--- config.mk ---
export PLATFORM = sky130hd
export DESIGN_NAME = joypad_edge_and_auto_repeat
export DESIGN_NICKNAME = d
export VERILOG_FILES = /design/src/rtl/jpar_pkg.sv /design/src/rtl/jpar_pad.sv /design/src/rtl/jpar_panel.sv /design/src/rtl/joypad_edge_and_auto_repeat.sv
export SDC_FILE = /design/constraint.sdc
export NUM_CORES = 1
export LEC_CHECK = 0
export BUFFER_PORTS_ARGS = -buffer_cell sky130_fd_sc_hd__buf_4
export CORE_MARGIN = 3
export CORE_UTILIZATION = 35
export CTS_CLUSTER_SIZE = 8
export DETAILED_ROUTE_END_ITERATION = 8
export GPL_TIMING_DRIVEN = 0
export PLACE_DENSITY = 0.51
export SLEW_MARGIN = 20
export SYNTH_ARGS = -nofsm -noshare
export SYNTH_HDL_FRONTEND = slang
export SYNTH_SLANG_ARGS = --single-unit
--- constraint.sdc ---
create_clock -name aclk -period 9.97 [get_ports aclk]
set_input_delay 0.997 -clock aclk [delete_from_list [all_inputs] [get_ports aclk]]
set_output_delay 0.997 -clock aclk [all_outputs]
set_load 0.005 [all_outputs]
--- src/rtl/jpar_pkg.sv ---
// Package for the joypad edge and auto-repeat block.
// Holds field widths, reset values, register index codes and the word types.
// Used by jpar_pad, jpar_panel and joypad_edge_and_auto_repeat.
package jpar_pkg;

    localparam int PAD_W       = 8;
    localparam int PANEL_W     = 4;
    localparam int COUNT_W     = 5;
    localparam int CFG_INDEX_W = 2;

    localparam logic [PANEL_W-1:0] START_MASK     = 4'h5;
    localparam logic [COUNT_W-1:0] DELAY_RESET    = 5'd16;
    localparam logic [COUNT_W-1:0] INTERVAL_RESET = 5'd8;

    typedef enum logic [CFG_INDEX_W-1:0] {
        CFG_REPEAT_DELAY    = 2'd0,
        CFG_REPEAT_INTERVAL = 2'd1
    } cfg_index_t;

    typedef struct packed {
        logic [PAD_W-1:0]   pad1_port;
        logic [PAD_W-1:0]   pad2_port;
        logic [PANEL_W-1:0] start_select_port;
    } in_word_t;

    typedef struct packed {
        logic [PAD_W-1:0] now;
        logic [PAD_W-1:0] prev;
        logic [PAD_W-1:0] pressed;
        logic [PAD_W-1:0] rep;
    } pad_result_t;

    typedef struct packed {
        logic [PANEL_W-1:0] now_raw;
        logic [PANEL_W-1:0] rise_raw;
        logic [PANEL_W-1:0] starts_now;
        logic [PANEL_W-1:0] starts_rise;
    } panel_result_t;

endpackage

--- src/rtl/jpar_pad.sv ---
// One joypad channel: inversion, edge detection and the auto-repeat countdown.
// Depends on jpar_pkg for widths and the pad_result_t type.
// State advances only on a step, one frame word at a time.
module jpar_pad (
    input  logic                             aclk,
    input  logic                             aresetn,
    input  logic                             step,
    input  logic [jpar_pkg::PAD_W-1:0]       port,
    input  logic [jpar_pkg::COUNT_W-1:0]     repeat_delay,
    input  logic [jpar_pkg::COUNT_W-1:0]     repeat_interval,
    output jpar_pkg::pad_result_t            result
);

    logic [jpar_pkg::PAD_W-1:0]   now;
    logic [jpar_pkg::PAD_W-1:0]   held_reg;
    logic [jpar_pkg::PAD_W-1:0]   held_next;
    logic [jpar_pkg::COUNT_W-1:0] countdown_reg;
    logic [jpar_pkg::COUNT_W-1:0] countdown_next;
    logic [jpar_pkg::PAD_W-1:0]   latched_reg;
    logic [jpar_pkg::PAD_W-1:0]   latched_next;

    assign now = ~port;

    always_comb begin
        held_next      = held_reg;
        countdown_next = countdown_reg;
        latched_next   = latched_reg;
        if (step) begin
            held_next = now;
            priority if (now != held_reg) begin
                countdown_next = repeat_delay;
                latched_next   = now;
            end else if (countdown_reg == '0) begin
                countdown_next = repeat_interval;
                latched_next   = now;
            end else begin
                countdown_next = countdown_reg - jpar_pkg::COUNT_W'(1);
            end
        end
    end

    always_ff @(posedge aclk) begin
        if (!aresetn) begin
            held_reg      <= '0;
            countdown_reg <= '0;
            latched_reg   <= '0;
        end else begin
            held_reg      <= held_next;
            countdown_reg <= countdown_next;
            latched_reg   <= latched_next;
        end
    end

    assign result.now     = now;
    assign result.prev    = held_reg;
    assign result.pressed = now & ~held_reg;
    assign result.rep     = latched_next;

    // A changed frame reloads the delay and latches the new buttons.
    a_change_reload: assert property (@(posedge aclk) disable iff (!aresetn)
        (step && (now != held_reg)) |=>
        (countdown_reg == $past(repeat_delay)) && (latched_reg == $past(now)))
        else $error("pad countdown not reloaded with delay on change");

    // An unchanged frame at zero reloads the interval and refreshes the latch.
    a_underflow_reload: assert property (@(posedge aclk) disable iff (!aresetn)
        (step && (now == held_reg) && (countdown_reg == '0)) |=>
        (countdown_reg == $past(repeat_interval)) && (latched_reg == $past(now)))
        else $error("pad countdown not reloaded with interval on underflow");

    // An unchanged frame with time left counts down and keeps the latch.
    a_count_down: assert property (@(posedge aclk) disable iff (!aresetn)
        (step && (now == held_reg) && (countdown_reg != '0)) |=>
        (countdown_reg == $past(countdown_reg) - jpar_pkg::COUNT_W'(1)) &&
        $stable(latched_reg))
        else $error("pad countdown did not decrement while held");

endmodule

--- src/rtl/jpar_panel.sv ---
// Start/select panel nibble: inversion, rising edges and start-bit masking.
// Depends on jpar_pkg for widths, START_MASK and the panel_result_t type.
module jpar_panel (
    input  logic                           aclk,
    input  logic                           aresetn,
    input  logic                           step,
    input  logic [jpar_pkg::PANEL_W-1:0]   port,
    output jpar_pkg::panel_result_t        result
);

    logic [jpar_pkg::PANEL_W-1:0] now;
    logic [jpar_pkg::PANEL_W-1:0] rise;
    logic [jpar_pkg::PANEL_W-1:0] held_reg;
    logic [jpar_pkg::PANEL_W-1:0] held_next;

    assign now       = ~port;
    assign rise      = now & ~held_reg;
    assign held_next = step ? now : held_reg;

    always_ff @(posedge aclk) begin
        if (!aresetn) begin
            held_reg <= '0;
        end else begin
            held_reg <= held_next;
        end
    end

    assign result.now_raw     = now;
    assign result.rise_raw    = rise;
    assign result.starts_now  = now & jpar_pkg::START_MASK;
    assign result.starts_rise = rise & jpar_pkg::START_MASK;

endmodule

--- src/rtl/joypad_edge_and_auto_repeat.sv ---
// Top level of the joypad edge and auto-repeat block.
// Instantiates jpar_pad twice and jpar_panel; uses jpar_pkg types and codes.
//
// Channel | Direction | Handshake           | Word
// s_      | in        | s_valid / s_ready   | pad1, pad2 ports, start/select nibble
// m_      | out       | m_valid / m_ready   | per-pad now/before/pressed/repeat, panel
// cfg_    | in        | cfg_valid/cfg_ready | register index and write data
//
// Each word passes through the input register and then moves into the result register,
// and one word is accepted every cycle while the result side does not stall.
// The result register stalls on m_ready; the input register fills behind it and
// s_ready drops only when both hold a word and m_ready is low.
// Reset clears the pad and panel history, the countdowns and the latched repeat
// bytes, and loads the delay with 16 and the interval with 8. cfg_ready is always high.
module joypad_edge_and_auto_repeat (
    input  logic                                aclk,
    input  logic                                aresetn,

    input  logic                                s_valid,
    output logic                                s_ready,
    input  logic [jpar_pkg::PAD_W-1:0]          s_pad1_port,
    input  logic [jpar_pkg::PAD_W-1:0]          s_pad2_port,
    input  logic [jpar_pkg::PANEL_W-1:0]        s_start_select_port,

    output logic                                m_valid,
    input  logic                                m_ready,
    output logic [jpar_pkg::PAD_W-1:0]          m_pad1_now,
    output logic [jpar_pkg::PAD_W-1:0]          m_pad1_before,
    output logic [jpar_pkg::PAD_W-1:0]          m_pad1_pressed,
    output logic [jpar_pkg::PAD_W-1:0]          m_pad1_repeat,
    output logic [jpar_pkg::PAD_W-1:0]          m_pad2_now,
    output logic [jpar_pkg::PAD_W-1:0]          m_pad2_before,
    output logic [jpar_pkg::PAD_W-1:0]          m_pad2_pressed,
    output logic [jpar_pkg::PAD_W-1:0]          m_pad2_repeat,
    output logic [jpar_pkg::PANEL_W-1:0]        m_panel_now_raw,
    output logic [jpar_pkg::PANEL_W-1:0]        m_panel_rise_raw,
    output logic [jpar_pkg::PANEL_W-1:0]        m_starts_now,
    output logic [jpar_pkg::PANEL_W-1:0]        m_starts_rise,

    input  logic                                cfg_valid,
    output logic                                cfg_ready,
    input  logic [jpar_pkg::CFG_INDEX_W-1:0]    cfg_index,
    input  logic [jpar_pkg::COUNT_W-1:0]        cfg_data
);

    logic                         in_valid_reg;
    logic                         in_valid_next;
    jpar_pkg::in_word_t           in_word_reg;
    logic                         out_valid_reg;
    logic                         out_valid_next;
    jpar_pkg::pad_result_t        pad1_out_reg;
    jpar_pkg::pad_result_t        pad2_out_reg;
    jpar_pkg::panel_result_t      panel_out_reg;
    logic [jpar_pkg::COUNT_W-1:0] delay_reg;
    logic [jpar_pkg::COUNT_W-1:0] delay_next;
    logic [jpar_pkg::COUNT_W-1:0] interval_reg;
    logic [jpar_pkg::COUNT_W-1:0] interval_next;

    logic                         out_free;
    logic                         step;
    logic                         s_take;
    jpar_pkg::pad_result_t        pad1_result;
    jpar_pkg::pad_result_t        pad2_result;
    jpar_pkg::panel_result_t      panel_result;

    assign out_free  = !out_valid_reg || m_ready;
    assign step      = in_valid_reg && out_free;
    assign s_ready   = !in_valid_reg || out_free;
    assign s_take    = s_valid && s_ready;
    assign cfg_ready = 1'b1;

    assign in_valid_next  = s_take || (in_valid_reg && !out_free);
    assign out_valid_next = step || (out_valid_reg && !m_ready);

    always_comb begin
        delay_next    = delay_reg;
        interval_next = interval_reg;
        if (cfg_valid) begin
            unique case (cfg_index)
                jpar_pkg::CFG_REPEAT_DELAY:    delay_next    = cfg_data;
                jpar_pkg::CFG_REPEAT_INTERVAL: interval_next = cfg_data;
                default: ;
            endcase
        end
    end

    always_ff @(posedge aclk) begin
        if (!aresetn) begin
            in_valid_reg  <= 1'b0;
            out_valid_reg <= 1'b0;
            delay_reg     <= jpar_pkg::DELAY_RESET;
            interval_reg  <= jpar_pkg::INTERVAL_RESET;
        end else begin
            in_valid_reg  <= in_valid_next;
            out_valid_reg <= out_valid_next;
            delay_reg     <= delay_next;
            interval_reg  <= interval_next;
        end
    end

    always_ff @(posedge aclk) begin
        if (s_take) begin
            in_word_reg.pad1_port         <= s_pad1_port;
            in_word_reg.pad2_port         <= s_pad2_port;
            in_word_reg.start_select_port <= s_start_select_port;
        end
        if (step) begin
            pad1_out_reg  <= pad1_result;
            pad2_out_reg  <= pad2_result;
            panel_out_reg <= panel_result;
        end
    end

    jpar_pad u_pad1 (
        .aclk            (aclk),
        .aresetn         (aresetn),
        .step            (step),
        .port            (in_word_reg.pad1_port),
        .repeat_delay    (delay_reg),
        .repeat_interval (interval_reg),
        .result          (pad1_result)
    );

    jpar_pad u_pad2 (
        .aclk            (aclk),
        .aresetn         (aresetn),
        .step            (step),
        .port            (in_word_reg.pad2_port),
        .repeat_delay    (delay_reg),
        .repeat_interval (interval_reg),
        .result          (pad2_result)
    );

    jpar_panel u_panel (
        .aclk    (aclk),
        .aresetn (aresetn),
        .step    (step),
        .port    (in_word_reg.start_select_port),
        .result  (panel_result)
    );

    assign m_valid          = out_valid_reg;
    assign m_pad1_now       = pad1_out_reg.now;
    assign m_pad1_before    = pad1_out_reg.prev;
    assign m_pad1_pressed   = pad1_out_reg.pressed;
    assign m_pad1_repeat    = pad1_out_reg.rep;
    assign m_pad2_now       = pad2_out_reg.now;
    assign m_pad2_before    = pad2_out_reg.prev;
    assign m_pad2_pressed   = pad2_out_reg.pressed;
    assign m_pad2_repeat    = pad2_out_reg.rep;
    assign m_panel_now_raw  = panel_out_reg.now_raw;
    assign m_panel_rise_raw = panel_out_reg.rise_raw;
    assign m_starts_now     = panel_out_reg.starts_now;
    assign m_starts_rise    = panel_out_reg.starts_rise;

    // With both registers full and the result stalled, no new word may enter.
    a_full_blocks_input: assert property (@(posedge aclk) disable iff (!aresetn)
        (in_valid_reg && out_valid_reg && !m_ready) |-> !s_ready)
        else $error("input accepted while both stages are full and stalled");

    // A word leaving the input register always lands in the result register.
    a_step_fills_output: assert property (@(posedge aclk) disable iff (!aresetn)
        step |=> m_valid)
        else $error("processed word did not reach the result register");

    // A stalled word in the input register stays there until it can move.
    a_input_held: assert property (@(posedge aclk) disable iff (!aresetn)
        (in_valid_reg && !out_free) |=> in_valid_reg && $stable(in_word_reg))
        else $error("input word lost while the result side stalled");

endmodule

==> Word level (Yosys, flattened, before mapping) <==
Cells that the tools add are included.
W data, S select, Z words.
{ "word_totals": {"reg_bits": 154, "output_inout_bits": 83} }
{ "op_classes": {"add_sub_neg": 2, "eq_ne": 3, "n_mux": 10, "bitwise_logic": 9, "reduce_logical": 17} }
{ "op_table": {"columns": ["cell", "count"], "rows": [
  ["$mux W8", 6],
  ["$not A8 Y8", 4],
  ["$mux W5", 4],
  ["$and A8 B8 Y8", 2],
  ["$ne A8 B8 Y1", 2],
  ["$logic_not A5 Y1", 2],
  ["$sub A5 B1 Y5 const B", 2],
  ["$not A4 Y4", 2],
  ["$and A4 B4 Y4", 1],
  ["$logic_and A1 B1 Y1", 4],
  ["$logic_not A1 Y1", 4],
  ["$logic_or A1 B1 Y1", 4],
  ["$reduce_and A2 Y1", 2],
  ["$eq A2 B1 Y1 const B", 1],
  ["$logic_not A2 Y1", 1]
]} }

==> Longest topological paths before layout <==
{ "logic_depth": {"word_depth": 5, "ltp_mapped": 7, "depth_no_buf": 6} }

==> Cells and area by module <==
From an unflattened synthesis, not the netlist that was laid out.
{ "hier_totals": {"cells_unflattened": 425, "area_unflattened_um2": 6008.3} }
{ "by_module_without_submodules": {"columns": ["module", "n_inst", "cells_each", "area_each_um2", "seq_area_each_um2"], "rows": [
  ["joypad_edge_and_auto_repeat", 1, 153, 3515.9, 3243.1],
  ["jpar_pad", 2, 121, 1129.8, 420.4],
  ["jpar_panel", 1, 30, 232.7, 80.1]
]} }

==> Worst setup path after synthesis <==
OpenSTA, ideal clock, no wires.
{ "synth_timing": {"path_type": "input-to-reg", "from": "in m_ready", "to": "reg pad1_out_reg, in the netlist m_pad1_before[0] (enable)", "setup_ps": 464, "arrival_time_ps": 3695, "required_time_ps": 9506, "path_slack_ps": 5811, "stages": 4, "cell_sequence": "nand2b_1 and2_1 clkbuf_1 clkbuf_1"} }
{ "synth_via": {"elab_chain_len": 2} }
{ "synth_rtl": {"columns": ["element", "line", "text"], "rows": [
  ["start: declaration", "joypad_edge_and_auto_repeat.sv:26", "input logic m_ready,"],
  ["$logic_or A1 B1 Y1", "joypad_edge_and_auto_repeat.sv:66", "assign out_free = !out_valid_reg || m_ready;"],
  ["$logic_and A1 B1 Y1", "joypad_edge_and_auto_repeat.sv:67", "assign step = in_valid_reg && out_free;"],
  ["named net step", "joypad_edge_and_auto_repeat.sv:60", "logic step;"],
  ["end signal: assignment", "joypad_edge_and_auto_repeat.sv:108", "pad1_out_reg <= pad1_result;"],
  ["end: declaration", "joypad_edge_and_auto_repeat.sv:51", "jpar_pkg::pad_result_t pad1_out_reg;"]
]} }
The timed path passes the listed nets, and every way through them passes these cells.
A chain may end at the register's enable or synchronous reset.

==> Worst setup path in the final report <==
{ "layout_timing": {"from": "in m_ready", "to": "out s_ready"} }
{ "layout_via": {"elab_chain_len": 2} }
{ "layout_rtl": {"columns": ["element", "line", "text"], "rows": [
  ["$logic_or A1 B1 Y1", "joypad_edge_and_auto_repeat.sv:66", null],
  ["$logic_or A1 B1 Y1", "joypad_edge_and_auto_repeat.sv:68", "assign s_ready = !in_valid_reg || out_free;"],
  ["end: declaration", "joypad_edge_and_auto_repeat.sv:20", "output logic s_ready,"]
]} }
No other way between the ends.

==> results.md <==
- Worst VDD drop: 0.111 mV
- Non-filler instance count after layout: 772
- Commonest non-fill, non-tap cell in the layout: buf_4
- Layout area overhead: 29.1%
- Run status: completed
- R2r endpoint: u_pad1.latched_reg[5]$_SDFF_PN0_
- Antenna diodes: 0
- XOR/XNOR Fraction of Synth Area: 0.00612
- Skew final: 6.22 ps
- Critical Path RT: 8970 ps
- Largest net degree at the start of global routing: 43
- Final Setup Violations: 0
- Routed len/inst: 15.6 um
- Distinct cell type count after synthesis: 38
- Crit Path Max Fanout: 3
- Multiplexer area fraction after synthesis: 0.0490
- TritonRoute pass-1 iters: 4
- Slew margin rel.: 0.563
- Synth Area in Compound Gates: 0.0818
- Max reg flops: 20
- CP startpoint: m_ready
- CTS root buffer: clkbuf_16
- Site Rows: 46
- Core area: 15900 um^2
- CP Capture Type: output pin
- CTS tree: yes
- CTS Buf Count: 17
- Max Transition Viols Final: 0
- Die W: 134 um
- Largest area contributor in the netlist: edfxtp_1
- Hold Crit Class: flop to flop
- # resized after CTS: 0
- Synthesized area: 5720 um^2
- Critical path arrival: 1580 ps
- DP Wirelength: 8370 um
- Initial antenna violation count: 0
- Post-Synth Adder-Cell Area: 0.0394
- DR DRC count: 0
- Reg2Reg Depth: 6
- Final hold vios: 0
- # Post-CTS Setup Buffers: 0
- Clock share of power: 0.416
- Total vias in the final route: 3495
- Syn_area_per_cell: 13.9 um^2
- Tcrit/Tclk final: 0.259
- Starting Density: 0.359
- I/O Buffers: 108
- Startpoint type of the worst setup path: input port
- Logic pwr share: 0.082
- Synth warn: 0
- Post-DR vias/cell: 4.53
- Die H: 134 um
- Max-cap violations: 0
- Post-Synth Simple-Gate Area: 0.0868
- CTS H-Tree Depth: 4
- Yosys top cell area share: 0.483
- Net Switching: 320 uW
- Clock sink count: 150
- Period minus WS final: 2580 ps
- Clock transition at the registers of the reported paths: 60 ps
- First-pass GRT wire length: 19100 um
- Measured slew at the worst slew-check pin: 656 ps
- Predominant post-synthesis flop cell: edfxtp_1
- Switching share of power: 0.225
- Reg2reg start: in_word_reg[16]$_DFFE_PP_
- Pint: 1.11 mW
- Die area: 17900 um^2
- Achievable frequency: 388 MHz
- GPL Wtd Cong: 0.801
- Hold-fix buffers, CTS: 0
- Fin nets: 593
- Vias in the first global route: 3553
- Placed insts: 740
- Fill cells: 1441
- Layout cells sized above 1: 0.324
- Post-synth EDFFs: 92
- RSZ-0062 raised after global routing: no
- Most frequent cells in the layout: 117 x buf_4, 92 x edfxtp_1, 58 x dfxtp_1
- ANT nets after route: 0
- # IOs: 115
- Gate Count Post-Synth: 412
- PwrDens: 193 nW/um^2
- P_leak: 3.15 nW
- Gr ovfl total: 0
- Sequential area share after synthesis: 0.686
- GRT Util Overall: 0.139
- Clock Latency Late Sink: 420 ps
- Worst Setup EP: s_ready
- Post-Route WL: 12000 um
- Async SR Flop Fraction: 0
- Largest family of logic cells by synthesized area: simple AND/OR/NAND/NOR gates
- Flop pwr share: 0.501
- Crit Path Category: input port to output pin
- Reg2reg setup slack: 7700 ps
- Setup total negative slack: 0 ps
- Maximum clock insertion buffer count: 2
- Synth top area cells: edfxtp_1 48%, dfxtp_1 20%, ha_1 3.9%
- Starting DRT DRC Count: 180
- Number of synthesized register bits: 150
## cells by family (layout without fill, tap and decap cells)
logic type,Yosys count,count (layout)
flip-flops,150,150
AND/OR/NAND/NOR,92,92
buffers and inverters,65,206
AO/OA/AOI/OAI,55,55
multiplexers,26,26
adder cells (fa/ha/maj),18,18
XOR/XNOR,4,4
other,2,5
## through the flow
step	hold slack, ps	utilization	total power [mW]	setup slack [ps]	area [um^2]
finish	462	0.464	1.43	7390	7390
global route	475	0.464	1.49	7310	7390
CTS	463	0.464	1.45	7390	7390
detailed placement	449	0.429	0.849	6980	6840
global placement	439	0.427	0.846	4530	6810
floorplan	431	-	0.789	5810	5730
## layer usage
metal	track usage	vias to the layer above	share of wire
li1	-	1714	-
met1	0.170	1670	0.43
met2	0.235	95	0.50
met3	0.0364	16	0.053
met4	0.0589	0	0.018
met5	0	-	0
## power groups by stage
stage	clock (mW)	combinational (mW)	sequential [mW]
finish	0.593	0.118	0.715
global route	0.635	0.132	0.719
CTS	0.613	0.121	0.715
detailed placement	0	0.121	0.728
global placement	0	0.117	0.730
floorplan	0	0.0631	0.726
## Yosys cell counts (3+ instances only)
library cell,number
edfxtp_1,92
dfxtp_1,58
inv_1,40
nand2_1,37
o211a_1,20
and2_1,18
ha_1,18
mux2_2,16
clkbuf_1,10
mux2i_1,10
nor2b_1,10
buf_4,9
o21ai_0,9
a31oi_1,8
nor2_1,8
o211ai_1,8
buf_2,4
nand4_1,4
nand2b_1,3
## cell type report
cell class	count	area [um^2]	area share
repair buffers	109	831	0.112
plain buffers	25	139	0.0188
flip-flops and latches	150	3920	0.531
inverters	40	150	0.0203
well taps	216	270	0.0366
clock inverters	12	104	0.0141
clock buffers	20	447	0.0604
multi-input cells	200	1530	0.206
## critical path, cell delays in order
cell and delay [ps]:
buf_4 120, nor2b_1 170, nand2_1 120, buf_4 160
## how the worst min path moves through the flow
stage | slack (ps) | depth (start not counted) | end | start
after floorplan | 430 | 0 | m_pad1_before[0]$_DFFE_PP_ | u_pad1.held_reg[0]$_SDFFE_PN0P_
after global placement | 440 | 0 | m_pad1_before[4]$_DFFE_PP_ | u_pad1.held_reg[4]$_SDFFE_PN0P_
after detailed placement | 450 | 0 | m_pad1_before[5]$_DFFE_PP_ | u_pad1.held_reg[5]$_SDFFE_PN0P_
after CTS | 460 | 0 | m_pad1_before[5]$_DFFE_PP_ | u_pad1.held_reg[5]$_SDFFE_PN0P_
after global routing | 480 | 0 | m_pad2_before[2]$_DFFE_PP_ | u_pad2.held_reg[2]$_SDFFE_PN0P_
final | 460 | 0 | m_pad1_before[3]$_DFFE_PP_ | u_pad1.held_reg[3]$_SDFFE_PN0P_
No activity file was read; power rests on OpenSTA's default activity.
